File: config.mk
export PLATFORM = sky130hd
export DESIGN_NAME = dmb_fifo
export DESIGN_NICKNAME = d
export VERILOG_FILES = /design/src/rtl/core/assert_macros.svh /design/src/rtl/core/dmb_pkg.sv /design/src/rtl/core/dmb_fifo.sv
export SDC_FILE = /design/constraint.sdc
export NUM_CORES = 1
export LEC_CHECK = 0
export BUFFER_PORTS_ARGS = -buffer_cell sky130_fd_sc_hd__buf_2
export CAP_MARGIN = 10
export CORE_UTILIZATION = 34
export CTS_CLUSTER_DIAMETER = 100
export DETAILED_ROUTE_END_ITERATION = 6
export HOLD_SLACK_MARGIN = 0.03
export PLACE_DENSITY = 0.54
export SLEW_MARGIN = 20
export SYNTH_ARGS = -nofsm -noshare
export SYNTH_HDL_FRONTEND = slang
export SYNTH_SLANG_ARGS = --single-unit
File: constraint.sdc
create_clock -name aclk -period 3.3 [get_ports aclk]
set_input_delay 0.495 -clock aclk [delete_from_list [all_inputs] [get_ports aclk]]
set_output_delay 0.495 -clock aclk [all_outputs]
set_load 0.1 [all_outputs]
File: src/rtl/core/assert_macros.svh
// Assertion macros used by the release controller (dmb_ctrl) of the motion blur block.
`ifndef ASSERT_MACROS_SVH
`define ASSERT_MACROS_SVH

// The consequent must hold in the same cycle as the antecedent.
`define DMB_ASSERT_IMPLIES(lbl, clk, rstn, ante, cons) \
    lbl: assert property (@(posedge clk) disable iff (!rstn) (ante) |-> (cons)) \
        else $error("same-cycle check failed");

// The consequent must hold in the cycle after the antecedent.
`define DMB_ASSERT_NEXT(lbl, clk, rstn, ante, cons) \
    lbl: assert property (@(posedge clk) disable iff (!rstn) (ante) |=> (cons)) \
        else $error("next-cycle check failed");

`endif

File: src/rtl/core/dmb_pkg.sv
package dmb_pkg;

    // Geometry of the filter and of the line store.
    localparam int MAX_WIDTH   = 1024;
    localparam int KERNEL_SIZE = 9;
    localparam int HALF_K      = KERNEL_SIZE / 2;
    localparam int STORE_DEPTH = KERNEL_SIZE * MAX_WIDTH;
    localparam int ADDR_W      = $clog2(STORE_DEPTH);
    localparam int SLOT_W      = $clog2(KERNEL_SIZE);
    localparam int MAX_RESULTS = HALF_K + 1;
    localparam int RUN_W       = $clog2(MAX_RESULTS + 1);

    // Field and register widths.
    localparam int WIDTH_W    = 11;
    localparam int HEIGHT_W   = 13;
    localparam int SCALE_W    = 24;
    localparam int BIAS_W     = 9;
    localparam int PIX_W      = 24;
    localparam int SUM_W      = $clog2(KERNEL_SIZE * 255 + 1);
    localparam int CFG_IDX_W  = 3;
    localparam int CFG_DATA_W = 24;

    // Result buffer sizing.
    localparam int FIFO_DEPTH = 16;
    localparam int FIFO_PTR_W = $clog2(FIFO_DEPTH);
    localparam int CNT_W      = $clog2(FIFO_DEPTH + 1);

    // Register indexes.
    localparam logic [CFG_IDX_W-1:0] CFG_IMAGE_WIDTH  = 3'd0;
    localparam logic [CFG_IDX_W-1:0] CFG_IMAGE_HEIGHT = 3'd1;
    localparam logic [CFG_IDX_W-1:0] CFG_SCALE_Q16    = 3'd2;
    localparam logic [CFG_IDX_W-1:0] CFG_BIAS         = 3'd3;

    // Input word kinds.
    localparam logic KIND_PIXEL = 1'b0;
    localparam logic KIND_FLUSH = 1'b1;

    typedef struct packed {
        logic       kind;
        logic [7:0] red;
        logic [7:0] green;
        logic [7:0] blue;
    } in_word_t;

    typedef struct packed {
        logic [7:0] out_red;
        logic [7:0] out_green;
        logic [7:0] out_blue;
        logic       last_in_run;
        logic       frame_done;
    } out_word_t;

    // Effective settings as the datapath sees them.
    typedef struct packed {
        logic [WIDTH_W-1:0]       width_m1;
        logic [HEIGHT_W-1:0]      height_m1;
        logic [SCALE_W-1:0]       scale_q16;
        logic signed [BIAS_W-1:0] bias;
    } cfg_t;

    // Line store write travelling down the cell chain.
    typedef struct packed {
        logic              en;
        logic [ADDR_W-1:0] addr;
        logic [PIX_W-1:0]  data;
    } wr_t;

    // Output request travelling down the cell chain, gathering the sums.
    typedef struct packed {
        logic                valid;
        logic [WIDTH_W-1:0]  col;
        logic [HEIGHT_W-1:0] row;
        logic [SLOT_W-1:0]   slot;
        logic                last;
        logic                frame_done;
        logic [SUM_W-1:0]    sum_r;
        logic [SUM_W-1:0]    sum_g;
        logic [SUM_W-1:0]    sum_b;
    } tok_t;

endpackage

File: src/rtl/core/dmb_fifo.sv
module dmb_fifo (
    input  logic               aclk,
    input  logic               aresetn,
    input  logic               push_valid,
    input  dmb_pkg::out_word_t push_data,
    output logic               m_valid,
    input  logic               m_ready,
    output dmb_pkg::out_word_t m_data
);
    import dmb_pkg::*;

    out_word_t             buf_mem [FIFO_DEPTH];
    logic [FIFO_PTR_W-1:0] wr_ptr_reg, rd_ptr_reg;
    logic [CNT_W-1:0]      count_reg;
    logic                  pop;

    assign pop     = m_valid && m_ready;
    assign m_valid = (count_reg != '0);
    assign m_data  = buf_mem[rd_ptr_reg];

    // Pointers and fill level; space is reserved upstream before a word starts.
    always_ff @(posedge aclk) begin
        if (!aresetn) begin
            wr_ptr_reg <= '0;
            rd_ptr_reg <= '0;
            count_reg  <= '0;
        end else begin
            if (push_valid) begin
                wr_ptr_reg <= wr_ptr_reg + 1'b1;
            end
            if (pop) begin
                rd_ptr_reg <= rd_ptr_reg + 1'b1;
            end
            count_reg <= count_reg + CNT_W'(push_valid) - CNT_W'(pop);
        end
    end

    always_ff @(posedge aclk) begin
        if (push_valid) begin
            buf_mem[wr_ptr_reg] <= push_data;
        end
    end

endmodule

## Yosys cells after proc, flatten, opt, wreduce, memory -nomap -nowiden

Memory sizes are Yosys's and may differ from the RTL's. A register that Yosys moved wholly into a read port is not among the register bits.
Index checks and enable logic that the tools add are counted.

| operators by class | value |
|---|---|
| $add $sub $neg | 4 |
| multipliers | 0 |
| divide/modulo/power cells | 0 |
| magnitude comparators | 0 |
| equality and inequality tests | 0 |
| shift operators | 0 |
| multiplexer cells | 4 |
| bitwise gates (word level) | 0 |
| reductions and logical operators | 2 |

Operator list:

| kind | number |
|---|---|
| $add 4x1->4 const B | 2 |
| $mux 4 | 2 |
| $add 5x1->5 | 1 |
| $reduce_bool 5->1 | 1 |
| $sub 5x1->5 | 1 |
| $mux 1 | 2 |
| $logic_and 1x1->1 | 1 |

| storage, ports and cells | value |
|---|---|
| flip-flop bits (word level) | 13 |
| latch bits | 0 |
| memory bits (writable) | 416 |
| bits in read-only memories | 0 |
| input bits | 30 |
| output and inout port bits | 27 |
| logic and storage cells | 14 |
| memories kept | 1 |

Memories:

| name | depth | width | rd ports | clocked after memory_dff | wr ports | RTL line | source |
|---|---|---|---|---|---|---|---|
| buf_mem | 16 | 26 | 1 | 1 | 1 | dmb_fifo.sv:12 | `out_word_t buf_mem [FIFO_DEPTH];` |

## Depth between registers and ports, before layout

| logic depth | value |
|---|---|
| word-level depth | 4 |
| mapped depth | 14 |
| depth with buffers taken out | 13 |

## Worst setup path after synthesis

OpenSTA, ideal clock, no wires.

| timing | value |
|---|---|
| path type | register to register |
| start | register count_reg[3] |
| end | register count_reg[4] |
| setup time | 0.116 ns |
| data arrival time | 3.413 ns |
| required time | 3.184 ns |
| setup slack | -0.228 ns |
| cell stages (with the launch flop) | 15 |
| buffers on the path | 1 |
| period minus slack after synthesis | 3.528 ns |
| path through | dfxtp_1 inv_1 ha_1 or4b_1 clkbuf_1 nand2_1 inv_1 ha_1 inv_1 ha_1 fa_1 a21oi_1 nor2_1 or3_1 and3_1 |

| between the ends | value |
|---|---|
| word-level cells in the longest chain between the ends | 3 |
| elaborated cells between the ends (all ways) | 4 |
| classes of those cells | 2 x add/sub; 2 x reduce/logical |

RTL lines:

| what | RTL line | source |
|---|---|---|
| start: declaration | dmb_fifo.sv:14 | `logic [CNT_W-1:0] count_reg;` |
| start signal: assignment | dmb_fifo.sv:34 | `count_reg <= count_reg + CNT_W'(push_valid) - CNT_W'(pop);` |
| $reduce_bool 5->1 | dmb_fifo.sv:18 | `assign m_valid = (count_reg != '0);` |
| named net m_valid | dmb_fifo.sv:6 | `output logic m_valid,` |
| $logic_and 1x1->1 | dmb_fifo.sv:17 | `assign pop = m_valid && m_ready;` |
| $sub 5x1->5 | dmb_fifo.sv:34 |  |

The timed path passes the listed nets, and every way through them passes these cells.
A chain may end at the register's enable or synchronous reset.

==> metrics.md <==
| Metric | Value |
|---|---|
| Hold depth | 3 |
| Post-Route WL | approximately 36000 um |
| CP Max Fanout | 33 |
| Post-synth EDFFs | ~420 |
| Final setup viols | 0 |
| RR Startpoint | count_reg[3]$_SDFF_PN0_ |
| DRT Pass-1 Iters | 5 |
| Psw | around 4 mW |
| Hold Buf Count CTS | 0 |
| CP Launch Type | flip-flop |
| Final Non-Filler Cells | 1490 |
| Syn_area_per_cell | roughly 23 um^2 |
| Synth top area cells | edfxtp_1 75%, mux4_2 9.2%, mux4_1 5.7% |
| Area of the die | about 0.050 mm^2 |
| Worst Hold Class | in -> reg |
| Area growth from synthesis to final layout | 15.5% |
| WP buf/inv | 2 |
| Pins Over Slew Limit | 0 |
| Max reg flops | between 400 and 500 |
| CTS resizes | 0 |
| Post-synth top area share | ~75% |
| First-pass GRT wire length | roughly 53000 um |
| Largest net degree at the start of global routing | 35 |
| Slowest CP cell | mux4_1 |
| Fraction of registers with async set/reset | 0% |
| Fraction of layout cells with a size suffix above 1 | 27.4% |
| # diodes | 0 |
| Sw Ratio | 29.0% |
| Count of cell types in the netlist | 31 |
| RD Place Congestion | about 0.7 |
| Least-Margin Pin Slew | 0.875 ns |
| Final min period | ~3.1 ns |
| CP top delay family | buffers and inverters |
| Clock transition at path regs | 0.06 ns |
| Clock Power Share | ~34% |
| Vias in the first global route | 8090 |
| Comb power frac | ~22% |
| Reg power frac | 44.4% |
| RSZ-0062 raised after global routing | no |
| Starting density of the core | between 30% and 40% |
| Antenna Nets Post-Route | 0 |
| Post-synth top area cell | edfxtp_1 |
| Warnings, synthesis | 0 |
| Status | complete, no violations |
| Total power draw | about 14 mW |
| Peak VDD IR | around 430 uV |
| Placed wire-length estimate | ~20000 um |
| Clk buf depth | 3 |
| Cell count after placement | ~1400 |
| FF+latch count, synth | around 430 |
| Hold Crit Start | m_ready |
| Iteration-0 DRC count of the detailed router | between 600 and 700 |
| Crit-path cells | buf_12 > mux4_1 > a22oi_1 > nand2_1 > buf_2 |
| Crit path capture type | primary output |
| Vias | 7632 |
| Core ar. | just under 0.05 mm^2 |
| Reg2reg path depth | 13 |
| Setup TNS | 0 ns |
| Worst skew pair latency | between 0.5 and 0.6 ns |
| Die H | 223 um |
| Mapped Nets | a little under 800 |
| Sequential area share after synthesis | between 70% and 80% |
| Highest Clock Rate | ~320 MHz |
| Data required, critical path | between 2 and 3 ns |
| Routed len/inst | around 24 um |
| CTS tree | built |
| Synthesized area | about 0.017 mm^2 |
| WP depth | 5 |
| Gr ovfl total | 0 |
| Overall routing resource usage | around 15% |
| # Max-Cap Violations | 0 |
| Total CTS buffers | 46 |
| Layout Nets | 882 |
| Main flop type after synthesis | edfxtp_1 |
| CP Class | reg -> out |
| Leak pwr | 6.19 nW |
| Initial antenna violation count | 2 |
| Synth top cells by count | 416 x edfxtp_1, 68 x mux4_2, 52 x a22oi_1 |
| Vias/cell | about 5.1 |
| Cell count after synthesis | about 740 |
| Number of remaining DRC errors | 0 |
| Most common cell in the netlist | edfxtp_1 |
| H-tree levels | 2 |
| Crit share post-route | between 90 and 100% |
| Clk root buf | clkbuf_16 |
| Port Buffers | between 50 and 60 |
| Pwr/cell area | approximately 730 mW/mm^2 |
| Slew headroom | roughly two fifths |
| Crit path DAT | about 2.6 ns |
| Cell Rows | 80 |
| Hold Fails Final Rpt | 0 |
| Boundary Pins | 57 |
| Internal | ~10 mW |
| Chip Width | approximately 220 um |
| Delay of the slowest critical-path stage | about 0.6 ns |
| Post-CTS setup buffer count | 0 |
| Clock Skews | 0.0112 ns |
| CTS sink count | about 430 |
-- worst reg2reg max path, cell delays in order, from the launching register on --
cell and delay, ns:
dfxtp_1 0.32, inv_1 0.08, ha_1 0.13, or4b_1 0.51, nand2_1 0.16, inv_1 0.06, ha_1 0.26, inv_1 0.04
ha_1 0.20, fa_1 0.43, a21oi_1 0.16, nor2_1 0.06, or3_1 0.33, and3_1 0.19
-- logic make-up after synthesis --
group / synth area share, %
muxes: 14.9
AOI/OAI and AO/OA: 2.52
adders and majority gates: 0.945
xor gates and xnor gates: 0.473
and+or+nand+nor: 2.34
DFF: 76.9
buffers and inverters: 1.87
-- layout by cell type (no fill, tap or decap), types with 3 or more instances in the layout --
cell | synthesis | layout
edfxtp_1 | 416 | 416
mux4_2 | 68 | 68
buf_2 | 11 | 56
a22oi_1 | 52 | 52
clkbuf_16 | 0 | 49
mux4_1 | 36 | 36
nand2_1 | 30 | 30
buf_4 | 0 | 26
and2_2 | 0 | 17
clkbuf_1 | 15 | 17
dfxtp_1 | 17 | 15
and2_1 | 28 | 11
ha_1 | 11 | 11
buf_12 | 7 | 10
inv_1 | 9 | 9
clkinv_1 | 0 | 8
clkinv_2 | 0 | 7
xnor2_1 | 6 | 6
and3_1 | 3 | 3
xor2_1 | 3 | 3
nand3_1 | 3 | 3
-- per-layer routing --
layer,track usage (%),vias up,routed length (um)
met4,4.26,4,669
met5,0,-,20
met1,20.5,4076,16100
li1,-,3330,-
met2,23.5,164,17300
met3,2.63,58,1680
-- final cells by class --
| type | instances | area [um^2] |
|---|---|---|
| fill | 4235 | 28800 |
| sequential | 433 | 12800 |
| multi-input combinational | 258 | 3580 |
| clock buffer | 66 | 1290 |
| tap | 615 | 769 |
| timing repair buffer | 92 | 676 |
| clock inverter | 17 | 83.8 |
| inverter | 9 | 33.8 |
-- path summary, 6_finish.rpt --
kind,endpoint,slack [ns]
max,m_data[3],0.17
min,flip-flop,0.26
max reg2reg,count_reg[4]$_SDFF_PN0_,0.27
min reg2reg,flip-flop,0.49
-- metrics by stage --
stage                     util [%]  instance area, um^2  setup WS [ns]  hold slack, ns
after floorplan                  -                16700          0.171           0.460
after global placement        37.3                17900          0.303           0.494
after detailed placement      37.3                17900          0.255           0.487
after CTS                     40.1                19300          0.106           0.238
after global routing          40.1                19300         0.0225           0.297
final                         40.1                19300          0.169           0.260
-- power by group through the flow --
stage                     Clock [mW]  Combinational [mW]  Sequential (mW)
after floorplan                    0                2.66             6.28
after global placement             0                3.13             6.35
after detailed placement           0                3.14             6.35
after CTS                       4.84                3.14             6.23
after global routing            5.06                3.28             6.25
final                           4.72                3.08             6.23
Power figures use the tool's default switching activity.
