<file path="src/rtl/core/assert_macros.svh">
// Assertion macros used by the release controller (dmb_ctrl) of the motion blur block.
`ifndef ASSERT_MACROS_SVH
`define ASSERT_MACROS_SVH

// The consequent must hold in the same cycle as the antecedent.
`define DMB_ASSERT_IMPLIES(lbl, clk, rstn, ante, cons) \
    lbl: assert property (@(posedge clk) disable iff (!rstn) (ante) |-> (cons)) \
        else $error("same-cycle check failed");

// The consequent must hold in the cycle after the antecedent.
`define DMB_ASSERT_NEXT(lbl, clk, rstn, ante, cons) \
    lbl: assert property (@(posedge clk) disable iff (!rstn) (ante) |=> (cons)) \
        else $error("next-cycle check failed");

`endif

</file>
<file path="src/rtl/core/dmb_pkg.sv">
package dmb_pkg;

    // Geometry of the filter and of the line store.
    localparam int MAX_WIDTH   = 1024;
    localparam int KERNEL_SIZE = 9;
    localparam int HALF_K      = KERNEL_SIZE / 2;
    localparam int STORE_DEPTH = KERNEL_SIZE * MAX_WIDTH;
    localparam int ADDR_W      = $clog2(STORE_DEPTH);
    localparam int SLOT_W      = $clog2(KERNEL_SIZE);
    localparam int MAX_RESULTS = HALF_K + 1;
    localparam int RUN_W       = $clog2(MAX_RESULTS + 1);

    // Field and register widths.
    localparam int WIDTH_W    = 11;
    localparam int HEIGHT_W   = 13;
    localparam int SCALE_W    = 24;
    localparam int BIAS_W     = 9;
    localparam int PIX_W      = 24;
    localparam int SUM_W      = $clog2(KERNEL_SIZE * 255 + 1);
    localparam int CFG_IDX_W  = 3;
    localparam int CFG_DATA_W = 24;

    // Result buffer sizing.
    localparam int FIFO_DEPTH = 16;
    localparam int FIFO_PTR_W = $clog2(FIFO_DEPTH);
    localparam int CNT_W      = $clog2(FIFO_DEPTH + 1);

    // Register indexes.
    localparam logic [CFG_IDX_W-1:0] CFG_IMAGE_WIDTH  = 3'd0;
    localparam logic [CFG_IDX_W-1:0] CFG_IMAGE_HEIGHT = 3'd1;
    localparam logic [CFG_IDX_W-1:0] CFG_SCALE_Q16    = 3'd2;
    localparam logic [CFG_IDX_W-1:0] CFG_BIAS         = 3'd3;

    // Input word kinds.
    localparam logic KIND_PIXEL = 1'b0;
    localparam logic KIND_FLUSH = 1'b1;

    typedef struct packed {
        logic       kind;
        logic [7:0] red;
        logic [7:0] green;
        logic [7:0] blue;
    } in_word_t;

    typedef struct packed {
        logic [7:0] out_red;
        logic [7:0] out_green;
        logic [7:0] out_blue;
        logic       last_in_run;
        logic       frame_done;
    } out_word_t;

    // Effective settings as the datapath sees them.
    typedef struct packed {
        logic [WIDTH_W-1:0]       width_m1;
        logic [HEIGHT_W-1:0]      height_m1;
        logic [SCALE_W-1:0]       scale_q16;
        logic signed [BIAS_W-1:0] bias;
    } cfg_t;

    // Line store write travelling down the cell chain.
    typedef struct packed {
        logic              en;
        logic [ADDR_W-1:0] addr;
        logic [PIX_W-1:0]  data;
    } wr_t;

    // Output request travelling down the cell chain, gathering the sums.
    typedef struct packed {
        logic                valid;
        logic [WIDTH_W-1:0]  col;
        logic [HEIGHT_W-1:0] row;
        logic [SLOT_W-1:0]   slot;
        logic                last;
        logic                frame_done;
        logic [SUM_W-1:0]    sum_r;
        logic [SUM_W-1:0]    sum_g;
        logic [SUM_W-1:0]    sum_b;
    } tok_t;

endpackage

</file>
<file path="src/rtl/core/dmb_scale.sv">
module dmb_scale (
    input  logic               aclk,
    input  logic               aresetn,
    input  dmb_pkg::cfg_t      cfg,
    input  dmb_pkg::tok_t      tok_in,
    output logic               push_valid,
    output dmb_pkg::out_word_t push_data
);
    import dmb_pkg::*;

    localparam int PROD_W = SUM_W + SCALE_W;
    localparam int SH_W   = PROD_W - 16;
    localparam int V_W    = SH_W + 2;

    logic              v1_reg, v2_reg;
    logic              last1_reg, fd1_reg;
    logic [PROD_W-1:0] prod_r_reg, prod_g_reg, prod_b_reg;
    out_word_t         word_reg;

    // Drop the fraction, add the bias and saturate to a byte.
    function automatic logic [7:0] finish(
        input logic [PROD_W-1:0]       prod,
        input logic signed [BIAS_W-1:0] bias
    );
        logic signed [V_W-1:0] v;
        v = signed'(V_W'(prod[PROD_W-1:16])) + V_W'(bias);
        if (v < 0) begin
            return 8'd0;
        end
        if (v > signed'(V_W'(255))) begin
            return 8'd255;
        end
        return v[7:0];
    endfunction

    // Valid bits.
    always_ff @(posedge aclk) begin
        if (!aresetn) begin
            v1_reg <= 1'b0;
            v2_reg <= 1'b0;
        end else begin
            v1_reg <= tok_in.valid;
            v2_reg <= v1_reg;
        end
    end

    // Multiply stage, then bias and saturation stage.
    always_ff @(posedge aclk) begin
        prod_r_reg <= PROD_W'(tok_in.sum_r) * PROD_W'(cfg.scale_q16);
        prod_g_reg <= PROD_W'(tok_in.sum_g) * PROD_W'(cfg.scale_q16);
        prod_b_reg <= PROD_W'(tok_in.sum_b) * PROD_W'(cfg.scale_q16);
        last1_reg  <= tok_in.last;
        fd1_reg    <= tok_in.frame_done;
        word_reg.out_red     <= finish(prod_r_reg, cfg.bias);
        word_reg.out_green   <= finish(prod_g_reg, cfg.bias);
        word_reg.out_blue    <= finish(prod_b_reg, cfg.bias);
        word_reg.last_in_run <= last1_reg;
        word_reg.frame_done  <= fd1_reg;
    end

    assign push_valid = v2_reg;
    assign push_data  = word_reg;

endmodule

</file>
<file path="config.mk">
export PLATFORM = sky130hd
export DESIGN_NAME = dmb_scale
export DESIGN_NICKNAME = d
export VERILOG_FILES = /design/src/rtl/core/assert_macros.svh /design/src/rtl/core/dmb_pkg.sv /design/src/rtl/core/dmb_scale.sv
export SDC_FILE = /design/constraint.sdc
export NUM_CORES = 2
export LEC_CHECK = 0
export ABC_AREA = 0
export ABC_CLOCK_PERIOD_IN_PS = 9600
export BUFFER_PORTS_ARGS = -buffer_cell sky130_fd_sc_hd__buf_2
export CAP_MARGIN = 30
export CORE_MARGIN = 2
export CORE_UTILIZATION = 65
export DETAILED_ROUTE_END_ITERATION = 16
export PLACE_DENSITY = 0.89
export SYNTH_ARGS = -nofsm -noshare
export SYNTH_HDL_FRONTEND = slang
export SYNTH_SLANG_ARGS = --single-unit
export TNS_END_PERCENT = 30
</file>
<file path="constraint.sdc">
create_clock -name aclk -period 9.6 [get_ports aclk]
set_input_delay 1.92 -clock aclk [delete_from_list [all_inputs] [get_ports aclk]]
set_output_delay 1.92 -clock aclk [all_outputs]
set_load 0.03 [all_outputs]
</file>
; ---- Yosys cells after proc, flatten, opt, wreduce, memory -nomap -nowiden
; Cells that the tools add are included.
[totals]
output_inout_bits = 27
word_cells = 45
input_bits = 126
reg_bits = 138
[classes]
mul = 3
n_addsub = 3
muxes = 21
n_lt_le_gt_ge = 6
[ops]
columns = cell, count
row1 = $mul A12 B24 Y36, 3
row2 = $mux W8, 12
row3 = $add A21 B9 Y22, 3
row4 = $gt A22 B9 Y1 const B, 3
row5 = $lt A22 B1 Y1 const B, 3
row6 = $mux W1, 9

; ---- Depth between registers and ports, before layout
[logic_depth]
ltp_word = 6
mapped_depth = 24
ltp_nobuf = 22

; ---- Least setup slack after synthesis
; OpenSTA, ideal clock, no wires.
[synth_path]
path_type = input to register
from = input port cfg[15] in the netlist's numbering
to = register prod_g_reg[35]
path_slack_ns = 2.100
arrival_ns = 7.428
t_required_ns = 9.528
cell_stages = 22
setup_time_ns = 0.072
path_buffers = 2
cell_sequence = clkbuf_1 -> clkbuf_1 -> nand2_1 -> fa_1 -> inv_1 -> fa_1 -> fa_1 -> fa_1 -> inv_1 -> fa_1 -> inv_1 -> ha_1 -> a21o_1 -> a21o_1 -> a2111oi_1 -> o21ai_1 -> a31oi_4 -> a211oi_1 -> a41o_1 -> o31a_1 -> a211oi_2 -> xnor2_1
[synth_via]
elab_chain_cells = 1
[synth_lines]
columns = item, line_no
row1 = start: declaration, dmb_scale.sv:4  ; input dmb_pkg::cfg_t cfg,
row2 = $mul A12 B24 Y36, dmb_scale.sv:50  ; prod_g_reg <= PROD_W'(tok_in.sum_g) * PROD_W'(cfg.scale_q16);
row3 = end signal: assignment, dmb_scale.sv:50
row4 = end: declaration, dmb_scale.sv:17  ; logic [PROD_W-1:0] prod_r_reg, prod_g_reg, prod_b_reg;
; No other way between the ends.
; A chain may end at the register's enable or synchronous reset.

; ---- Final worst setup path
[layout_path]
from = input port cfg[15] in the netlist's numbering
to = register prod_b_reg[34]
[layout_via]
elab_chain_cells = 1
[layout_lines]
columns = item, line_no
row1 = $mul A12 B24 Y36, dmb_scale.sv:51  ; prod_b_reg <= PROD_W'(tok_in.sum_b) * PROD_W'(cfg.scale_q16);
row2 = end signal: assignment, dmb_scale.sv:51
row3 = end: declaration, dmb_scale.sv:17
; No other way between the ends.

==> results_tabular.tex <==
\begin{tabular}{lr}
\hline
Metric & Value \\
\hline
\multicolumn{2}{l}{\textbf{Status}} \\
\quad Outcome & finished clean \\
\multicolumn{2}{l}{\textbf{Setup path}} \\
\quad Critical path arrival & 8.21 ns \\
\quad Start-to-end type of the worst setup path & in -> reg \\
\quad Launching element type of the critical path & input port \\
\quad Kind of end point of the critical path & register \\
\quad Maximum net fanout on the critical path & 20 \\
\quad Required time reported for the critical path endpoint & 9.87 ns \\
\multicolumn{2}{l}{\textbf{Routing}} \\
\quad Vias per std cell & 5.80 \\
\quad Number of DRC violations after detailed routing & 0 \\
\quad Detail Route Antenna Nets & 0 \\
\quad Overall via count from detail\_route & 23523 \\
\quad Router iterations before antenna repair & 6 \\
\quad Detailed router's first-iteration violation count & 1859 \\
\quad Aggregate routed wire length & 73800 um \\
\quad Wire length per cell & 18.2 um \\
\multicolumn{2}{l}{\textbf{Placed design}} \\
\quad GP Congestion & 0.938 \\
\quad Buffers on Ports & 100 \\
\quad Worst slack after detailed placement & 1.48 ns \\
\quad Post-detail-place hpwl & 56300 um \\
\multicolumn{2}{l}{\textbf{Logic synthesis}} \\
\quad Avg Cell Area, Syn & 8.61 sq um \\
\quad Syn Nets & 4548 \\
\quad Most instantiated cells after synthesis & inv\_1 (776), nand2\_1 (678), fa\_1 (660) \\
\quad Post-Syn Instances & 3489 \\
\quad Number of distinct library cell variants in the gate-level netlist after synthesis & 71 \\
\quad Cell types occupying the most area after synthesis & fa\_1 (44\%), ha\_1 (11\%), inv\_1 (9.7\%) \\
\quad Library cell occupying the most area in the post-synthesis netlist & fa\_1 \\
\quad Sequential share of the synthesized area & 6.00\% \\
\quad Fraction of registers with async set or reset after synthesis & 0\% \\
\quad Most instantiated library cell after synthesis & inv\_1 \\
\quad Ys Warns & 0 \\
\quad EDFF count, synth & 0 \\
\quad Post-synth top area share & 44.0\% \\
\quad Most instantiated flip-flop cell in the synthesis netlist & dfxtp\_1 \\
\quad Cell area after synthesis & 0.0300 sq mm \\
\quad \#FFs+latches synth & 90 \\
\multicolumn{2}{l}{\textbf{Cells and area}} \\
\quad Post-layout utilization of the core & 68.3\% \\
\quad Signed area change from the synthesized netlist to the final layout & 3.39\% \\
\quad Flip-flop count of the largest register, all copies and words added & 26 \\
\quad Net count of the finished layout & 4505 \\
\quad Share of cells above drive strength 1 & 4.43\% \\
\multicolumn{2}{l}{\textbf{Pwr}} \\
\quad Cell area power density & 312 mW/mm\^{}2 \\
\quad VDD IR max & 0.438 mV \\
\quad Leakage dissipation & 16.4 nW \\
\multicolumn{2}{l}{\textbf{Clock tree}} \\
\quad Number of CTS-inserted buffers & 9 \\
\quad CTS clk-pin slew, worst paths & 0.07 ns \\
\quad Clock tree from TritonCTS & yes \\
\quad Count of clock tree sinks & 90 \\
\quad Clk root buf & clkbuf\_16 \\
\quad Worst-case clock buffer depth & 2 \\
\quad Gates resized, CTS repair & 0 \\
\quad Number of setup buffers added after CTS & 0 \\
\quad H-tree level count & 3 \\
\quad Post-cts hold buffer count & 0 \\
\quad Clock insertion delay at the later pin of the skew report & 0.38 ns \\
\multicolumn{2}{l}{\textbf{Floorplanning}} \\
\quad Number of top-level pins & 153 \\
\quad Effective utilization at floorplan & 66.0\% \\
\quad Standard-cell rows & 78 \\
\quad Die outline area & 0.0479 sq mm \\
\quad Placeable core area & 0.0455 sq mm \\
\quad Die Height & 219 um \\
\quad X dimension of the die & 219 um \\
\multicolumn{2}{l}{\textbf{STA}} \\
\quad Final-report max-slew violation count & 0 \\
\quad Final critical-path setup slack & 1.66 ns \\
\quad Measured slew at the worst slew-check pin & 0.952 ns \\
\quad Final setup violating endpoints & 0 \\
\quad Sum of negative setup slack & 0 ns \\
\quad Crit share post-route & 82.7\% \\
\quad Hold Vio Cnt, Final & 0 \\
\quad Unrepaired setup endpoints after global routing & false \\
\quad Worst Skew & 0.00566 ns \\
\quad Post-route minimum period & 7.94 ns \\
\quad Slew HR & 36.5\% \\
\quad Highest clock rate & 0.126 GHz \\
\multicolumn{2}{l}{\textbf{GRT}} \\
\quad Gr usage total & 32.9\% \\
\quad Overflow left after global routing & 0 \\
\quad Global-route wire length before repair & 124000 um \\
\quad Pin count of the biggest net entering global routing & 47 \\
\quad Initial antenna violation count & 7 \\
\quad Via count of the first global-routing pass & 25592 \\
\multicolumn{2}{l}{\textbf{Hold path}} \\
\quad Path type of the worst min-delay path & reg -> reg \\
\multicolumn{2}{l}{\textbf{Flow run}} \\
\quad Number of violations of the max-capacitance limit & 0 \\
\hline
\end{tabular}
[final cells by class]
type | count | area [sq um]
well taps | 600 | 751
clock buffers | 12 | 267
multi-input cells | 2454 | 24700
diodes | 4 | 10.0
fillers | 3349 | 14400
flip-flops and latches | 90 | 1800
repair buffers | 115 | 613
clock inverters | 4 | 30.0
inverters | 776 | 2910
[layer usage]
metal / GRT usage, % / part of all wire, %
met3: 7.07 / 9.7
met4: 16.4 / 5.4
met2: 56.6 / 49
met1: 39.2 / 36
met5: 0 / 0.18
[per-stage QoR]
step           power, mW  hold slack (ns)  area, sq um  cells
2_1_floorplan       7.43            0.310        30000   3489
3_3_place_gp        8.79            0.310        30700   4035
3_5_place_dp        9.20            0.314        30700   4035
4_1_cts             9.64            0.330        31000   4051
5_1_grt             10.9            0.348        31000   4052
6_report            9.68            0.328        31100   4055
[cell usage in the layout, fill, tap and decap left out, types with 11 or more instances in the layout]
| cell | synthesis | routed |
|---|---|---|
| nor2b_1 | 14 | 14 |
| nor2_1 | 62 | 62 |
| nand2_1 | 678 | 678 |
| and2_1 | 230 | 230 |
| xnor2_1 | 59 | 59 |
| o21ai_0 | 31 | 31 |
| o21ai_1 | 16 | 16 |
| fa_1 | 660 | 660 |
| o21bai_1 | 14 | 14 |
| nand4_1 | 11 | 11 |
| nand2b_1 | 12 | 12 |
| ha_1 | 273 | 273 |
| xor2_1 | 35 | 35 |
| dfxtp_1 | 90 | 90 |
| inv_1 | 776 | 776 |
| nand3_1 | 19 | 19 |
| buf_4 | 0 | 15 |
| nor3_1 | 33 | 33 |
| o21a_1 | 14 | 14 |
| a21oi_1 | 106 | 106 |
| buf_2 | 1 | 100 |
| a21o_1 | 50 | 50 |
[critical path: stages]
cell and delay, ns:
buf_2 0.48, buf_4 0.37, nand2_1 0.13, fa_1 0.59, fa_1 0.45, fa_1 0.54
inv_1 0.06, fa_1 0.51, fa_1 0.43, ha_1 0.32, nand2_1 0.07, nor3_1 0.20
a211oi_1 0.16, o221ai_1 0.46, a21oi_1 0.20, nor3_1 0.38, o21ai_1 0.17, o21ai_1 0.39
a41oi_1 0.21, xnor2_1 0.16
[power by group]
group          switching [mW]  total (mW)  internal (mW)
logic                    4.88        8.57           3.70
registers              0.0577       0.735          0.678
clock network           0.171       0.369          0.198
[kinds of logic (layout without fill, tap and decap cells)]
family	after synthesis	in the layout	share of synthesized area, %
AND/OR/NAND/NOR	1106	1106	16.9
buffers and inverters	945	907	11.9
adder cells (fa/ha/maj)	933	933	55.4
AO/OA/AOI/OAI	314	314	6.92
XOR/XNOR	94	94	2.74
flip-flops	90	90	6.00
multiplexers	7	7	0.237
other	0	4	0
[path summary, 6_finish.rpt]
path	cells past startpoint	endpoint	slack [ns]	start
min	0	push_data[1]$_DFF_P_	0.33	last1_reg$_DFF_P_
max reg2reg	12	push_data[4]$_SDFF_PN0_	6.03	prod_b_reg[16]$_DFF_P_
max	20	prod_b_reg[34]$_DFF_P_	1.66	cfg[15]
min reg2reg	0	push_data[1]$_DFF_P_	0.33	last1_reg$_DFF_P_
Power figures use the tool's default switching activity.
