**src/rtl/core/assert_macros.svh**
```systemverilog
// Assertion macros used by the release controller (dmb_ctrl) of the motion blur block.
`ifndef ASSERT_MACROS_SVH
`define ASSERT_MACROS_SVH

// The consequent must hold in the same cycle as the antecedent.
`define DMB_ASSERT_IMPLIES(lbl, clk, rstn, ante, cons) \
    lbl: assert property (@(posedge clk) disable iff (!rstn) (ante) |-> (cons)) \
        else $error("same-cycle check failed");

// The consequent must hold in the cycle after the antecedent.
`define DMB_ASSERT_NEXT(lbl, clk, rstn, ante, cons) \
    lbl: assert property (@(posedge clk) disable iff (!rstn) (ante) |=> (cons)) \
        else $error("next-cycle check failed");

`endif

```
**src/rtl/core/dmb_pkg.sv**
```systemverilog
package dmb_pkg;

    // Geometry of the filter and of the line store.
    localparam int MAX_WIDTH   = 1024;
    localparam int KERNEL_SIZE = 9;
    localparam int HALF_K      = KERNEL_SIZE / 2;
    localparam int STORE_DEPTH = KERNEL_SIZE * MAX_WIDTH;
    localparam int ADDR_W      = $clog2(STORE_DEPTH);
    localparam int SLOT_W      = $clog2(KERNEL_SIZE);
    localparam int MAX_RESULTS = HALF_K + 1;
    localparam int RUN_W       = $clog2(MAX_RESULTS + 1);

    // Field and register widths.
    localparam int WIDTH_W    = 11;
    localparam int HEIGHT_W   = 13;
    localparam int SCALE_W    = 24;
    localparam int BIAS_W     = 9;
    localparam int PIX_W      = 24;
    localparam int SUM_W      = $clog2(KERNEL_SIZE * 255 + 1);
    localparam int CFG_IDX_W  = 3;
    localparam int CFG_DATA_W = 24;

    // Result buffer sizing.
    localparam int FIFO_DEPTH = 16;
    localparam int FIFO_PTR_W = $clog2(FIFO_DEPTH);
    localparam int CNT_W      = $clog2(FIFO_DEPTH + 1);

    // Register indexes.
    localparam logic [CFG_IDX_W-1:0] CFG_IMAGE_WIDTH  = 3'd0;
    localparam logic [CFG_IDX_W-1:0] CFG_IMAGE_HEIGHT = 3'd1;
    localparam logic [CFG_IDX_W-1:0] CFG_SCALE_Q16    = 3'd2;
    localparam logic [CFG_IDX_W-1:0] CFG_BIAS         = 3'd3;

    // Input word kinds.
    localparam logic KIND_PIXEL = 1'b0;
    localparam logic KIND_FLUSH = 1'b1;

    typedef struct packed {
        logic       kind;
        logic [7:0] red;
        logic [7:0] green;
        logic [7:0] blue;
    } in_word_t;

    typedef struct packed {
        logic [7:0] out_red;
        logic [7:0] out_green;
        logic [7:0] out_blue;
        logic       last_in_run;
        logic       frame_done;
    } out_word_t;

    // Effective settings as the datapath sees them.
    typedef struct packed {
        logic [WIDTH_W-1:0]       width_m1;
        logic [HEIGHT_W-1:0]      height_m1;
        logic [SCALE_W-1:0]       scale_q16;
        logic signed [BIAS_W-1:0] bias;
    } cfg_t;

    // Line store write travelling down the cell chain.
    typedef struct packed {
        logic              en;
        logic [ADDR_W-1:0] addr;
        logic [PIX_W-1:0]  data;
    } wr_t;

    // Output request travelling down the cell chain, gathering the sums.
    typedef struct packed {
        logic                valid;
        logic [WIDTH_W-1:0]  col;
        logic [HEIGHT_W-1:0] row;
        logic [SLOT_W-1:0]   slot;
        logic                last;
        logic                frame_done;
        logic [SUM_W-1:0]    sum_r;
        logic [SUM_W-1:0]    sum_g;
        logic [SUM_W-1:0]    sum_b;
    } tok_t;

endpackage

```
**src/rtl/core/dmb_ctrl.sv**
```systemverilog
`include "assert_macros.svh"

module dmb_ctrl (
    input  logic              aclk,
    input  logic              aresetn,
    input  dmb_pkg::cfg_t     cfg,
    input  logic              geom_clear,
    input  logic              s_valid,
    output logic              s_ready,
    input  dmb_pkg::in_word_t s_data,
    input  logic              pop,
    output dmb_pkg::wr_t      wr_out,
    output dmb_pkg::tok_t     tok_out
);
    import dmb_pkg::*;

    logic [WIDTH_W-1:0]  in_col_reg, in_col_next;
    logic [HEIGHT_W-1:0] in_row_reg, in_row_next;
    logic [SLOT_W-1:0]   in_slot_reg, in_slot_next;
    logic [WIDTH_W-1:0]  out_col_reg, out_col_next;
    logic [HEIGHT_W-1:0] out_row_reg, out_row_next;
    logic [SLOT_W-1:0]   out_slot_reg, out_slot_next;
    logic                active_reg, active_next;
    logic                kind_reg, kind_next;
    logic [HEIGHT_W-1:0] item_row_reg, item_row_next;
    logic [RUN_W-1:0]    run_cnt_reg, run_cnt_next;
    logic [CNT_W-1:0]    credit_reg, credit_next;
    wr_t                 wr_reg, wr_next;
    tok_t                tok_reg, tok_next;

    logic                cond_now, cond_next, frame_end, row_wrap, last, emit, done, accept;
    logic                pix_take;
    logic [WIDTH_W-1:0]  nx_col, in_col_b;
    logic [HEIGHT_W-1:0] nx_row, in_row_b;
    logic [SLOT_W-1:0]   nx_slot, in_slot_b;

    // True when the window around (col, row) has fully arrived.
    function automatic logic win_ready(
        input logic [WIDTH_W-1:0]  col,
        input logic [HEIGHT_W-1:0] row,
        input logic [WIDTH_W-1:0]  icol,
        input logic [HEIGHT_W-1:0] irow,
        input logic [WIDTH_W-1:0]  wm1,
        input logic [HEIGHT_W-1:0] hm1
    );
        logic [WIDTH_W:0]    c_ext;
        logic [HEIGHT_W:0]   r_ext;
        logic [WIDTH_W-1:0]  cc;
        logic [HEIGHT_W-1:0] rr;
        c_ext = {1'b0, col} + (WIDTH_W+1)'(HALF_K);
        r_ext = {1'b0, row} + (HEIGHT_W+1)'(HALF_K);
        cc = (c_ext > {1'b0, wm1}) ? wm1 : c_ext[WIDTH_W-1:0];
        rr = (r_ext > {1'b0, hm1}) ? hm1 : r_ext[HEIGHT_W-1:0];
        return (irow > rr) || ((irow == rr) && (icol > cc));
    endfunction

    // True when the current item may release the output at (col, row).
    function automatic logic may_emit(
        input logic                kind,
        input logic [RUN_W-1:0]    n,
        input logic [WIDTH_W-1:0]  col,
        input logic [HEIGHT_W-1:0] row,
        input logic [HEIGHT_W-1:0] item_row,
        input logic [WIDTH_W-1:0]  icol,
        input logic [HEIGHT_W-1:0] irow,
        input logic [WIDTH_W-1:0]  wm1,
        input logic [HEIGHT_W-1:0] hm1
    );
        logic base;
        base = (row <= hm1) && win_ready(col, row, icol, irow, wm1, hm1);
        if (kind == KIND_FLUSH) begin
            return (n == '0) && base;
        end
        return (n < RUN_W'(MAX_RESULTS))
            && (({1'b0, row} + (HEIGHT_W+1)'(HALF_K)) <= {1'b0, item_row}) && base;
    endfunction

    // Release decision for the current item.
    always_comb begin
        cond_now = may_emit(kind_reg, run_cnt_reg, out_col_reg, out_row_reg, item_row_reg,
                            in_col_reg, in_row_reg, cfg.width_m1, cfg.height_m1);
        frame_end = (out_col_reg == cfg.width_m1) && (out_row_reg == cfg.height_m1);
        row_wrap  = (out_col_reg == cfg.width_m1);
        nx_col  = row_wrap ? '0 : out_col_reg + 1'b1;
        nx_row  = row_wrap ? out_row_reg + 1'b1 : out_row_reg;
        if (row_wrap) begin
            nx_slot = (out_slot_reg == SLOT_W'(KERNEL_SIZE - 1)) ? '0 : out_slot_reg + 1'b1;
        end else begin
            nx_slot = out_slot_reg;
        end
        cond_next = may_emit(kind_reg, run_cnt_reg + 1'b1, nx_col, nx_row, item_row_reg,
                             in_col_reg, in_row_reg, cfg.width_m1, cfg.height_m1);
        last    = frame_end || !cond_next;
        emit    = active_reg && cond_now && (credit_reg < CNT_W'(FIFO_DEPTH));
        done    = active_reg && (!cond_now || (emit && last));
        s_ready = !active_reg || done;
        accept  = s_valid && s_ready;
    end

    // Counter and item bookkeeping.
    always_comb begin
        in_col_b  = (emit && frame_end) ? '0 : in_col_reg;
        in_row_b  = (emit && frame_end) ? '0 : in_row_reg;
        in_slot_b = (emit && frame_end) ? '0 : in_slot_reg;
        pix_take  = accept && (s_data.kind == KIND_PIXEL) && (in_row_b <= cfg.height_m1);

        in_col_next  = in_col_b;
        in_row_next  = in_row_b;
        in_slot_next = in_slot_b;
        if (pix_take) begin
            if (in_col_b == cfg.width_m1) begin
                in_col_next  = '0;
                in_row_next  = in_row_b + 1'b1;
                in_slot_next = (in_slot_b == SLOT_W'(KERNEL_SIZE - 1)) ? '0 : in_slot_b + 1'b1;
            end else begin
                in_col_next = in_col_b + 1'b1;
            end
        end

        out_col_next  = out_col_reg;
        out_row_next  = out_row_reg;
        out_slot_next = out_slot_reg;
        if (emit) begin
            out_col_next  = frame_end ? '0 : nx_col;
            out_row_next  = frame_end ? '0 : nx_row;
            out_slot_next = frame_end ? '0 : nx_slot;
        end

        active_next   = active_reg;
        kind_next     = kind_reg;
        item_row_next = item_row_reg;
        run_cnt_next  = emit ? run_cnt_reg + 1'b1 : run_cnt_reg;
        if (accept) begin
            active_next   = pix_take || (s_data.kind == KIND_FLUSH);
            kind_next     = s_data.kind;
            item_row_next = in_row_b;
            run_cnt_next  = '0;
        end else if (done) begin
            active_next = 1'b0;
        end

        credit_next = credit_reg + CNT_W'(emit) - CNT_W'(pop);

        wr_next.en   = pix_take;
        wr_next.addr = ADDR_W'(in_slot_b) * ADDR_W'(MAX_WIDTH) + ADDR_W'(in_col_b);
        wr_next.data = {s_data.red, s_data.green, s_data.blue};

        tok_next.valid      = emit;
        tok_next.col        = out_col_reg;
        tok_next.row        = out_row_reg;
        tok_next.slot       = out_slot_reg;
        tok_next.last       = last;
        tok_next.frame_done = frame_end;
        tok_next.sum_r      = '0;
        tok_next.sum_g      = '0;
        tok_next.sum_b      = '0;
    end

    // State registers.
    always_ff @(posedge aclk) begin
        if (!aresetn || geom_clear) begin
            in_col_reg   <= '0;
            in_row_reg   <= '0;
            in_slot_reg  <= '0;
            out_col_reg  <= '0;
            out_row_reg  <= '0;
            out_slot_reg <= '0;
        end else begin
            in_col_reg   <= in_col_next;
            in_row_reg   <= in_row_next;
            in_slot_reg  <= in_slot_next;
            out_col_reg  <= out_col_next;
            out_row_reg  <= out_row_next;
            out_slot_reg <= out_slot_next;
        end
    end

    always_ff @(posedge aclk) begin
        if (!aresetn) begin
            active_reg    <= 1'b0;
            run_cnt_reg   <= '0;
            credit_reg    <= '0;
            wr_reg.en     <= 1'b0;
            tok_reg.valid <= 1'b0;
        end else begin
            active_reg  <= active_next;
            run_cnt_reg <= run_cnt_next;
            credit_reg  <= credit_next;
            wr_reg      <= wr_next;
            tok_reg     <= tok_next;
        end
    end

    // Item payload needs no reset.
    always_ff @(posedge aclk) begin
        kind_reg     <= kind_next;
        item_row_reg <= item_row_next;
    end

    assign wr_out  = wr_reg;
    assign tok_out = tok_reg;

    `DMB_ASSERT_IMPLIES(a_credit_bound, aclk, aresetn, 1'b1, credit_reg <= CNT_W'(FIFO_DEPTH))
    `DMB_ASSERT_NEXT(a_frame_restart, aclk, aresetn, emit && frame_end && !accept, (out_row_reg == '0) && (out_col_reg == '0) && (in_row_reg == '0))
    `DMB_ASSERT_IMPLIES(a_flush_single, aclk, aresetn, active_reg && (kind_reg == KIND_FLUSH), run_cnt_reg <= RUN_W'(1))
    `DMB_ASSERT_IMPLIES(a_output_behind, aclk, aresetn, emit, out_row_reg <= in_row_reg)

endmodule

```
**config.mk**
```make
export PLATFORM = sky130hd
export DESIGN_NAME = dmb_ctrl
export DESIGN_NICKNAME = d
export VERILOG_FILES = /design/src/rtl/core/dmb_pkg.sv /design/src/rtl/core/dmb_ctrl.sv
export VERILOG_INCLUDE_DIRS = /design/src /design/src/rtl/core
export SDC_FILE = /design/constraint.sdc
export NUM_CORES = 1
export LEC_CHECK = 0
export BUFFER_PORTS_ARGS = -buffer_cell sky130_fd_sc_hd__buf_2
export CAP_MARGIN = 20
export CORE_AREA = 8 8 159 161
export CTS_BUF_LIST = sky130_fd_sc_hd__clkbuf_16
export DETAILED_ROUTE_END_ITERATION = 16
export DIE_AREA = 0 0 167 169
export GPL_TIMING_DRIVEN = 0
export PLACE_DENSITY = 0.82
export REMOVE_ABC_BUFFERS = 1
export SYNTH_ARGS = -nofsm -noshare
export SYNTH_HDL_FRONTEND = slang
export SYNTH_SLANG_ARGS = --single-unit
```
**constraint.sdc**
```tcl
create_clock -name aclk -period 7.5 [get_ports aclk]
set_input_delay 0 -clock aclk [delete_from_list [all_inputs] [get_ports aclk]]
set_output_delay 0 -clock aclk [all_outputs]
set_load 0.01 [all_outputs]
```
# After elaboration in Yosys (flattened, before gate mapping)
# Cells that the tools add are included.
# op_classes
addsub	14
magnitude_cmp	16
n_eq_ne	7
n_mux	28
bitwise	2
reduce_logical	36
# ops
cell	count
2-to-1 mux 13 bit	7
2-to-1 mux 11 bit	7
== test 13 bit	3
less-or-equal comparator 13 bit	3
adder 13 x 3 -> 14 bit, second input constant	2
greater-than comparator 14 x 13 -> 1 bit	2
less-or-equal comparator 14 x 13 -> 1 bit	2
2-to-1 mux 4 bit	7
adder 13 x 1 -> 13 bit, second input constant	2
greater-than comparator 13 bit	2
adder 11 x 3 -> 12 bit, second input constant	2
greater-than comparator 12 x 11 -> 1 bit	2
adder 11 x 1 -> 11 bit, second input constant	2
== test 11 bit	2
greater-than comparator 11 bit	2
logical AND 1 bit	19
adder 14 x 11 -> 14 bit	1
adder 4 x 1 -> 4 bit, second input constant	2
== test 4 bit, second input constant	2
logical OR 1 bit	7
2-to-1 mux 1 bit	7
zero test 3 bit	2
less-than comparator 3 bit, second input constant	2
adder 5 x 1 -> 5 bit	1
other kinds (8)	13
# word_totals
regBits	149
input_bits	87
out_inout_bits	107
elab_cells	123

# Logic depth before layout (Yosys ltp)
# depth
depth_word	23
ltp_mapped	39

# Least setup slack after synthesis
# OpenSTA, ideal clock, no wires.
# synth_timing
path_kind	flip-flop to flip-flop
start	register out_row_reg[4]
end	register in_row_reg[6]
arrival_ps	7640
t_required_ps	7430
path_slack_ps	-210
path_stages_with_launch	37
path_buffers	7
synth_period_minus_slack_ps	7710
path_cell_list	dfxtp_1 -> buf_2 -> nand3_1 -> nor3_1 -> xnor2_1 -> inv_1 -> ha_1 -> nand3_1 -> or4_1 -> o21ai_0 -> a31oi_1 -> nor2b_1 -> clkbuf_1 -> buf_1 -> mux2i_1 -> ha_1 -> a211oi_1 -> nor2_1 -> a2111oi_0 -> a21oi_1 -> o2111ai_2 -> clkbuf_1 -> clkbuf_1 -> clkbuf_1 -> nand2_1 -> inv_1 -> ha_1 -> a21oi_1 -> o21ai_0 -> a21o_1 -> a221o_1 -> o31ai_1 -> and3_1 -> o2111ai_2 -> buf_2 -> or3_1 -> a21oi_1
# synth_between
word_cells_on_any_way	54
cone_classes	add/sub: 4; order compare: 9; eq/ne: 4; mux: 11; reduce/logical: 26
# synth_rtl
element	line	text
from (decl)	dmb_ctrl.sv:21	logic [HEIGHT_W-1:0] out_row_reg, out_row_next;
from (signal assigned)	dmb_ctrl.sv:173	out_row_reg <= out_row_next;
parallel branches: the longest is 12 deep, another holds adder 13 x 3 -> 14 bit	--	
logical AND 1 bit (*)	dmb_ctrl.sv:103	in_row_b = (emit && frame_end) ? '0 : in_row_reg;
2-to-1 mux 13 bit (*)	dmb_ctrl.sv:103	
via in_row_b[9]	dmb_ctrl.sv:34	logic [HEIGHT_W-1:0] nx_row, in_row_b;
less-or-equal comparator 13 bit (*)	dmb_ctrl.sv:105	pix_take = accept && (s_data.kind == KIND_PIXEL) && (in_row_b <= cfg.height_m1);
logical AND 1 bit (*)	dmb_ctrl.sv:105	
2-to-1 mux 13 bit (*)	dmb_ctrl.sv:110	if (pix_take) begin
to (signal assigned)	dmb_ctrl.sv:170	in_row_reg <= in_row_next;
to (decl)	dmb_ctrl.sv:18	logic [HEIGHT_W-1:0] in_row_reg, in_row_next;
# Mark *: on every way through the listed nets, which the timed path passes. The select of a mux whose other input is x is not followed.
# A chain may end at the register's enable or synchronous reset.

# Final worst setup path
# layout_timing
start	register out_row_reg[5]
end	register in_row_reg[8]
# layout_between
word_cells_on_any_way	54
cone_classes	add/sub: 4; order compare: 9; eq/ne: 4; mux: 11; reduce/logical: 26
# layout_rtl
element	line
parallel branches: the longest is 12 deep, another holds adder 13 x 3 -> 14 bit	--
logical AND 1 bit (*)	dmb_ctrl.sv:103
2-to-1 mux 13 bit (*)	dmb_ctrl.sv:103
via in_row_b[1]	dmb_ctrl.sv:34
adder 13 x 1 -> 13 bit / less-or-equal comparator 13 bit (equally long branches)	dmb_ctrl.sv:113, dmb_ctrl.sv:105
2-to-1 mux 13 bit / logical AND 1 bit (equally long branches)	dmb_ctrl.sv:111, dmb_ctrl.sv:105
2-to-1 mux 13 bit (*)	dmb_ctrl.sv:110
# Marked as above.

==> flow_metrics.env <==
export IMPL_start_kind="register"
export IMPL_final_area_um2=14900
export IMPL_synth_cell_types=75
export IMPL_grt_pass1_vias=10335
export IMPL_async_flop_share=0
export IMPL_viasPerCell=6.03
export IMPL_cts_tree="built"
export IMPL_grt_max_degree=72
export IMPL_ys_flop_type="edfxtp_1"
export IMPL_synth_edf_count=82
export IMPL_slew_viol_final=0
export IMPL_die_area_um2=28200
export IMPL_cts_buffers=17
export IMPL_synth_top_cell_by_area="edfxtp_1"
export IMPL_synth_area_um2=11900
export IMPL_mostFrequentLayoutCells="170 x ha_1, 123 x buf_2, 91 x nor2_1, 87 x a21oi_1, 85 x inv_1"
export IMPL_seq_power_share=0.452
export IMPL_fin_crit_sh=0.979
export IMPL_outcome="completed"
export IMPL_slowest_delay_ns=0.59
export IMPL_seqCellArea_um2=3850
export IMPL_max_slew_margin_rel=0.0189
export IMPL_synth_area_mux_share=0.0417
export IMPL_fin_skew_ns=0.00855
export IMPL_period_needed_ns=7.35
export IMPL_mostFrequentLayoutCell="ha_1"
export IMPL_root_buffer="clkbuf_16"
export IMPL_syn_mean_instance_area_um2=9.12
export IMPL_crit_required_ns=7.85
export IMPL_max_cap_violations=0
export IMPL_io_buffers=124
export IMPL_ios=194
export IMPL_cts_clk_slew_worst_paths_ns=0.06
export IMPL_firstDrtPassIters=6
export IMPL_ys_seq_elements=149
export IMPL_netlist_top_cells_area="edfxtp_1 21%, ha_1 19%, dfxtp_1 11%"
export IMPL_pwr_share_clk=0.419
export IMPL_nets=1793
export IMPL_holdCritPathClass="primary input to register"
export IMPL_crit_fanout=11
export IMPL_largest_reg_flops=39
export IMPL_placed_area_um2=12600
export IMPL_critPathKind="register to register"
export IMPL_seq_area_frac_synth=0.320
export IMPL_synth_top_cell_area_share=0.207
export IMPL_dieHeight_um=169
export IMPL_slowest_stage="or4_1"
export IMPL_critical_path_arrival_ns=7.70
export IMPL_worst_pin_slew_ns=1.46
export IMPL_insertion_delay_ns=0.44
export IMPL_synthCells=1303
export IMPL_fin_ws_ns=0.154
export IMPL_hold_start="pop"
export IMPL_startpoint="out_row_reg[5]$_SDFFE_PP0P_"
export IMPL_clk_path_buf_depth=2
export IMPL_syn2layout_area_growth_pct=25.3
export IMPL_power_switching_w=0.000526
export IMPL_gp_congestion=0.921
export IMPL_globalRoute_totalOverflow=0
export IMPL_internal_power_w=0.00147
export IMPL_setup_viol=0
export IMPL_drive_gt1_frac=0.242
export IMPL_dieWidth_um=167
export IMPL_num_vias=11037
export IMPL_synthXorXnorAreaFrac=0.0574
export IMPL_initial_utilization=0.518
export IMPL_cts_sinks=149
export IMPL_fmax_mhz=136
export IMPL_r2r_start="out_row_reg[5]$_SDFFE_PP0P_"
export IMPL_pwr_density_cell_nw_per_um2=134
export IMPL_diodes=0
export IMPL_drt_total_wl_um=36300
export IMPL_yosys_area_share_simple=0.183
export IMPL_drc=0
export IMPL_end_kind="register"
export IMPL_dp_hpwl_um=25100
export IMPL_hold_violations=0
export IMPL_p_leak_nw=6.75
export IMPL_grt_pass1_wl_um=53400
export IMPL_multi_input_area_um2=8120
export IMPL_whs_ns=0.121
export IMPL_avgRoutedWirePerCell_um=19.9
export IMPL_power_frac_comb=0.130
export IMPL_drtIter0Drc=1031
export IMPL_synth_top_family_by_area="adder cells"
export IMPL_place_ws_ns=-1.98
export IMPL_track_usage=0.237
export IMPL_fill_cells=1774
export IMPL_swShare=0.263
export IMPL_synth_compound_area_frac=0.141
export IMPL_antenna_found_initial=0
export IMPL_htree_levels=4
export IMPL_row_count=56
export IMPL_ys_warn_count=0
export IMPL_design_core_area_um2=22900
export IMPL_synthAdderAreaFrac=0.190
export IMPL_ant_nets=0
export IMPL_peakVddDrop_v=0.000139
==> cells by family after synthesis <==
family,after synthesis
AOI/OAI and AO/OA,264
buffers and inverters,166
xor gates and xnor gates,77
DFF,149
other,1
and+or+nand+nor,417
muxes,49
adders and majority gates,180
==> power by group through the flow <==
stage	sequential, W	combinational (W)	clock [W]
2_1_floorplan	0.000932	0.000115	0
3_3_place_gp	0.000922	0.000198	0
3_5_place_dp	0.000923	0.000207	0
4_1_cts	0.000905	0.000238	0.000847
5_1_grt	0.000905	0.000283	0.000886
6_report	0.000902	0.000259	0.000836
==> synth_stat cells (18+ instances only) <==
library cell  number
ha_1             179
nor2_1            98
a21oi_1           97
inv_1             85
edfxtp_1          82
nand2_1           75
dfxtp_1           67
nand3_1           50
o21ai_0           48
mux2i_1           45
xnor2_1           40
nand4_1           39
buf_4             37
xor2_1            36
clkbuf_1          24
nor3_1            24
and2_1            20
a21o_1            19
o21a_1            18
or3_1             18
==> stage by stage <==
step	util	setup TNS (ns)	power (W)	std cells
finish	0.650	0	0.00200	1829
global route	0.650	-1.65	0.00207	1829
CTS	0.608	0	0.00199	1764
detailed placement	0.550	-70.13	0.00113	1678
global placement	0.547	-234.49	0.00112	1672
floorplan	-	-23.90	0.00105	1258
==> critical path: cells and delay by family (launching register included) <==
| kind | cells | cell delay [ns] |
|---|---|---|
| AOI/OAI and AO/OA | 14 | 2.60 |
| and+or+nand+nor | 8 | 2.25 |
| adders and majority gates | 3 | 0.90 |
| buffers and inverters | 5 | 0.83 |
| DFF | 1 | 0.38 |
| xor gates and xnor gates | 1 | 0.19 |
| muxes | 1 | 0.08 |
==> area by class of cell <==
cell class | instances | share of cell area
clock inverters | 15 | 0.00958
clock buffers | 17 | 0.0286
flip-flops and latches | 149 | 0.259
inverters | 86 | 0.0222
repair buffers | 243 | 0.111
well taps | 290 | 0.0244
multi-input cells | 1029 | 0.545
==> worst paths after layout <==
check	end	slack, ns	cells past startpoint
max	in_row_reg[8]$_SDFF_PP0_	0.15	32
min	credit_reg[1]$_SDFF_PN0_	0.12	4
max reg2reg	in_row_reg[8]$_SDFF_PP0_	0.15	32
min reg2reg	tok_out[50]$_DFFE_PP_	0.49	0
==> metal layers <==
layer / track usage / part of all wire
met1: 0.283 / 0.40
met2: 0.406 / 0.49
met3: 0.0501 / 0.076
met4: 0.104 / 0.039
met5: 0 / 0
==> timing repair <==
action,CTS,global route
buffers inserted,25,60
pin swaps,14,49
hold buffers,27,0
setup endpoints to repair,53,52
resized for setup,52,101
endpoints found under the hold margin,29,0
cloned,2,4
No activity file was read; power rests on OpenSTA's default activity.
